===== src/hw/rtl/rrtq_pkg.sv =====
package rrtq_pkg;

	localparam int unsigned IDX_W  = 31;
	localparam int unsigned INST_W = 63;
	localparam int unsigned NUM_W  = 31;
	localparam int unsigned TPS_W  = 32;
	localparam int unsigned TD_W   = 63;   // ticks_per_second * rate_den
	localparam int unsigned PROD_W = 94;   // widest exact product
	localparam int unsigned ADDR_W = 4;

	// front divider: one quotient bit per stage, back divider likewise
	localparam int unsigned FDIV_N = 31;
	localparam int unsigned BDIV_N = 63;

	localparam int unsigned QPTR_W = 2;
	localparam int unsigned QCNT_W = 3;
	localparam logic [QCNT_W-1:0] QCNT_FULL = 3'd4;

	localparam logic [1:0] REG_RATE_NUM = 2'd0;
	localparam logic [1:0] REG_RATE_DEN = 2'd1;
	localparam logic [1:0] REG_TPS      = 2'd2;
	localparam logic [1:0] REG_NFRAMES  = 2'd3;

	localparam logic [NUM_W-1:0] RST_RATE_NUM = 31'd24;
	localparam logic [NUM_W-1:0] RST_RATE_DEN = 31'd1;
	localparam logic [TPS_W-1:0] RST_TPS      = 32'd705600000;
	localparam logic [NUM_W-1:0] RST_NFRAMES  = 31'd0;
	localparam logic [TD_W-1:0]  RST_TICK_DEN = 63'd705600000;

	typedef struct packed {
		logic [NUM_W-1:0] rate_num;
		logic [NUM_W-1:0] rate_den;
		logic [TPS_W-1:0] tps;
		logic [NUM_W-1:0] n_frames;
		logic [TD_W-1:0]  tick_den;
	} cfg_t;

	typedef struct packed {
		logic              valid_res;
		logic [IDX_W-1:0]  frame_index;
		logic [INST_W-1:0] frame_instant;
		logic              instant_saturated;
	} res_t;

	typedef struct packed {
		logic              empty;
		logic              pos;
		logic              ovf;
		logic [PROD_W-1:0] rem;
		logic [IDX_W-1:0]  quo;
	} fdiv_t;

	typedef struct packed {
		logic              empty;
		logic              zero;
		logic              ovf;
		logic [IDX_W-1:0]  idx;
		logic [PROD_W-1:0] rem;
		logic [INST_W-1:0] quo;
	} bdiv_t;

endpackage


===== src/hw/rtl/rrtq_queue.sv =====
module rrtq_queue (
	input  logic          clk,
	input  logic          arst_n,
	input  logic          push,
	input  rrtq_pkg::res_t din,
	output logic          full,
	input  logic          pop,
	output rrtq_pkg::res_t dout,
	output logic          empty
);

	rrtq_pkg::res_t mem_q [0:3];
	logic [rrtq_pkg::QPTR_W-1:0] wptr_q, rptr_q;
	logic [rrtq_pkg::QCNT_W-1:0] cnt_q;
	logic wr, rd;

	assign full  = (cnt_q == rrtq_pkg::QCNT_FULL);
	assign empty = (cnt_q == '0);
	assign wr    = push && !full;
	assign rd    = pop && !empty;
	assign dout  = mem_q[rptr_q];

	always_ff @(posedge clk) begin
		if (wr) begin
			mem_q[wptr_q] <= din;
		end
	end

	always_ff @(posedge clk or negedge arst_n) begin
		if (!arst_n) begin
			wptr_q <= '0;
			rptr_q <= '0;
			cnt_q  <= '0;
		end else begin
			if (wr) begin
				wptr_q <= wptr_q + 1'b1;
			end
			if (rd) begin
				rptr_q <= rptr_q + 1'b1;
			end
			cnt_q <= cnt_q + rrtq_pkg::QCNT_W'(wr) - rrtq_pkg::QCNT_W'(rd);
		end
	end

`ifndef SYNTHESIS
	a_cnt_range: assert property (@(posedge clk) disable iff (!arst_n)
		cnt_q <= rrtq_pkg::QCNT_FULL) else $error("queue count out of range");
	a_ptr_gap: assert property (@(posedge clk) disable iff (!arst_n)
		(cnt_q != rrtq_pkg::QCNT_FULL && cnt_q != '0) |-> (wptr_q != rptr_q))
		else $error("queue pointers disagree with count");
	a_cnt_step: assert property (@(posedge clk) disable iff (!arst_n)
		(wr && !rd) |=> (cnt_q == $past(cnt_q) + 1'b1)) else $error("queue count slip");
`endif

endmodule


===== config.mk =====
export PLATFORM = sky130hd
export DESIGN_NAME = rrtq_queue
export DESIGN_NICKNAME = d
export VERILOG_FILES = /design/src/hw/rtl/rrtq_pkg.sv /design/src/hw/rtl/rrtq_queue.sv
export SDC_FILE = /design/constraint.sdc
export NUM_CORES = 1
export LEC_CHECK = 0
export BUFFER_PORTS_ARGS = -buffer_cell sky130_fd_sc_hd__buf_4
export CAP_MARGIN = 25
export CORE_UTILIZATION = 51
export CTS_CLUSTER_SIZE = 12
export DETAILED_ROUTE_END_ITERATION = 16
export PLACE_DENSITY = 0.72
export SLEW_MARGIN = 20
export SYNTH_ARGS = -nofsm -noshare
export SYNTH_HDL_FRONTEND = slang
export SYNTH_SLANG_ARGS = --single-unit

===== constraint.sdc =====
create_clock -name clk -period 3.49 [get_ports clk]
set_input_delay 0.1745 -clock clk [delete_from_list [all_inputs] [get_ports clk]]
set_output_delay 0.1745 -clock clk [all_outputs]
set_load 0.02 [all_outputs]

# Word-level counts from Yosys, hierarchy flattened
# Memories as Yosys holds them, arrays and structs flattened.
# Cells that the tools add are included.
# Widths: inputs -> output; s select.
[classes] n_addsub=4 n_eq_ne=1 mux=2 n_reduce_logical=5
[op_table] op="$add 2x1->2 const B" count=2
[op_table] op="$add 3x1->3" count=1
[op_table] op="$eq 3x3->1 const B" count=1
[op_table] op="$logic_not 3->1" count=1
[op_table] op="$sub 3x1->3" count=1
[op_table] op="$logic_and 1x1->1" count=2
[op_table] op="$logic_not 1->1" count=2
[op_table] op="$mux 1" count=2
[word_totals] reg_bits=7 mem_bits_rw=384 inputBits=100 elab_cells=16 memories=1
[mem_list] memory="mem_q" depth=4 word_bits=96 read_ports=1 rd_clocked_by_memory_dff=0 wr=1 line="rrtq_queue.sv:12" source="rrtq_pkg::res_t mem_q [0:3];"

# Longest topological paths before layout
[depth] word_depth=5 mapped_depth=8 depth_no_buf=8

# Worst setup path after synthesis
# No wires, ideal clock.
[synth_path] kind="reg-to-reg" startpoint="reg cnt_q[2] (netlist name)" endpoint="mem mem_q[0][0] (netlist name) (enable)" t_arrival_ps=3011 required_time_ps=3024 path_slack_ps=13 path_stages_with_launch=3 path_buffers=0 path_cell_list="dfrtp_1 nor3b_2 and3b_1"
[synth_between] elab_chain_cells=5
[synth_lines] item="start: declaration" line="rrtq_queue.sv:14" source="logic [rrtq_pkg::QCNT_W-1:0] cnt_q;"
[synth_lines] item="start signal: assignment" line="rrtq_queue.sv:41" source="cnt_q <= cnt_q + rrtq_pkg::QCNT_W'(wr) - rrtq_pkg::QCNT_W'(rd);"
[synth_lines] item="$eq 3x3->1" line="rrtq_queue.sv:17" source="assign full = (cnt_q == rrtq_pkg::QCNT_FULL);"
[synth_lines] item="net full" line="rrtq_queue.sv:6" source="output logic full,"
[synth_lines] item="$logic_not 1->1" line="rrtq_queue.sv:19" source="assign wr = push && !full;"
[synth_lines] item="$logic_and 1x1->1" line="rrtq_queue.sv:19"
[synth_lines] item="$mux 1" line="rrtq_queue.sv:24" source="if (wr) begin"
[synth_lines] item="$mux 1 (implied by the code)" line="rrtq_queue.sv:25" source="mem_q[wptr_q] <= din;"
[synth_lines] item="end: declaration" line="rrtq_queue.sv:12"
# The timed path passes the listed nets, and every way through them passes these cells.

==> out/metrics.cfg <==
[timing]
tightest_slew_ns=0.833
max_freq_mhz=370
fin_tns_setup_ns=0
rsz0062_at_grt=false
skew_ns=0.0139
final.period_utilization_pct=77.4
relSlewSlack_pct=44.5
hold_viol=0
fin_crit_ns=2.70
setup_viol=0
slew_violations=0

[floorplan]
die_width_um=169
rows=60
fp.coreArea_um2=27300
dieHeight_um=169
ios=198
dieArea_um2=28700
start_util_pct=52.5

[setup_path]
r2r-start=cnt_q[2]$_DFF_PN0_
startpoint=rptr_q[0]$_DFFE_PN0P_
cp-start-kind=register
worstSetupPathType=reg -> out
regToRegEndpoint=cnt_q[2]$_DFF_PN0_
crit_path_end_kind=output port
rr_worst_depth=8
regToRegSetupSlack_ns=1.25
crit_arrival_ns=2.53
cp_max_fo=44
critPathCapture=dout[0]
cp.required_ns=3.32

[clocking]
h-tree-depth=2
cts.sinks=391
cts_buffer_depth=3
cts_tree=built
insertion_delay_ns=0.52
postCtsResizedCells=0
postCtsSetupBuffers=0
root_buffer=clkbuf_16
numCtsBuffers=39
clk_pin_slew_ns=0.06

[drt]
drt_iter0_markers=404
avgRoutedWirePerCell_um=21.7
postRouteWirelength_um=27300
vias=6721
drcViolationCount=0
vias_per_cell=5.34
detail_route.first_pass.iterations=5
postRouteAntennaNets=0

[synth]
yosys_warnings=0
syn_avg_cell_area_um2=26.3
synth_cells=543
ys_seq_area_share_pct=81.9
synth_cell_type_count=21
syn_nets=650
synth-seq-cells=391
syn-cell-area_um2=14300

[placed_design]
dp_hpwl_um=16200
port_buffers=197
gp_congestion=0.729

[pwr]
p_leak_uw=0.00631
power.density_nw_per_um2=840
power.total_uw=15400
ir_drop_mv=0.480

[min_path]
hold_class=in -> reg
hold_start=din[88]

[cells_and_area]
nets=977
layout.cells.most_common=edfxtp_1
drive_gt1_share_pct=40.1
seq_area_um2=11700
multiInputGateArea_um2=2440
fillCellCount=1701
syn_to_final_growth_pct=28.4
layout_common_cells=edfxtp_1 (384), buf_4 (202), dlygate4sd3_1 (100)

[grt]
grt_pass1_vias=7195
antenna_found_initial=2
grt_use_total_pct=19.7
grt_max_degree=68
overflow=0
grt_pass1_wl_um=41600

[flow_run]
maxCapViolations=0

[run_status]
outcome=finished clean

## worst max-delay path, stage by stage (launching register included)
cell,delay (ns)
dfrtp_4,0.79
buf_12,0.41
mux4_2,0.60
buf_4,0.18
## registers in the layout, summed over array words and instances, names as in the netlist
name,cells
mem_q,384
rptr_q,2
cnt_q,3
wptr_q,2
## worst min-delay path by stage
stage                     cells past startpoint                     end  slack (ns)
after CTS                                     2  mem_q[3][86]$_DFFE_PP_        0.38
after floorplan                               0      cnt_q[0]$_DFF_PN0_       -0.12
after detailed placement                      1      cnt_q[0]$_DFF_PN0_      0.0007
after global routing                          2  mem_q[1][93]$_DFFE_PP_        0.39
after global placement                        1      cnt_q[0]$_DFF_PN0_      -0.009
final                                         2  mem_q[0][88]$_DFFE_PP_        0.40
## area by class of cell
class                           instances  area share (%)
Inverter                                6           0.123
Clock inverter                          6           0.211
Clock buffer                           50            5.60
Antenna cell                            2          0.0273
Multi-Input combinational cell        124            13.3
Tap cell                              372            2.54
Sequential cell                       391            63.8
Timing Repair Buffer                  308            14.4
## cell usage after synthesis
library cell | instances | area [µm²]
nand4bb_1 | 2 | 22.5
o311ai_0 | 1 | 8.76
xnor2_1 | 4 | 35.0
buf_4 | 1 | 7.51
o31ai_1 | 1 | 7.51
buf_6 | 3 | 33.8
mux4_2 | 96 | 2160
ha_1 | 6 | 75.1
inv_1 | 6 | 22.5
nor3b_2 | 1 | 12.5
nor3_1 | 1 | 5.00
buf_2 | 12 | 60.1
buf_12 | 1 | 20.0
dfrtp_1 | 7 | 175
o211ai_1 | 2 | 15.0
nand2b_1 | 4 | 25.0
and3b_1 | 4 | 35.0
nand2_1 | 1 | 3.75
edfxtp_1 | 384 | 11500
clkbuf_1 | 5 | 18.8
fa_1 | 1 | 20.0
## metrics by stage
step                hold WS (ns)  area [µm²]  util (%)  worst slack [ns]  instances
CTS                        0.384       18300      67.3             0.718       1257
global placement        -0.00892       16300      59.7              1.28       1101
finish                     0.399       18400      67.3             0.790       1259
floorplan                 -0.121       14300         -            0.0132        543
detailed placement      0.000723       16300      59.7              1.23       1101
global route               0.391       18300      67.3             0.606       1257
## power breakdown
part / internal (µW) / switching [µW] / total, µW
combinational: 2440 / 2780 / 5220
clock: 2050 / 1570 / 3620
sequential: 6190 / 394 / 6580
## kinds of logic (layout without fill, tap and decap cells)
| logic type | count (synthesis) | count (layout) | share of synthesized area (%) |
|---|---|---|---|
| other | 0 | 2 | 0 |
| XOR/XNOR | 4 | 4 | 0.245 |
| AND/OR/NAND/NOR | 13 | 13 | 0.726 |
| adder cells (fa/ha/maj) | 7 | 7 | 0.665 |
| multiplexers | 96 | 96 | 15.1 |
| buffers and inverters | 28 | 370 | 1.14 |
| flip-flops | 391 | 391 | 81.9 |
| AO/OA/AOI/OAI | 4 | 4 | 0.219 |
## per-layer routing
| metal | share of wire, % | GRT usage (%) |
|---|---|---|
| met2 | 51 | 33.2 |
| met5 | 0 | 0 |
| met1 | 41 | 26.2 |
| met3 | 5.7 | 3.82 |
| met4 | 2.3 | 6.07 |
## what timing repair did
action,4_1_cts,5_1_grt
hold endpoints to repair,394,0
hold buffers,100,0
endpoints found under the setup margin,0,0
Note: power is estimated with default switching activity, not from simulation.
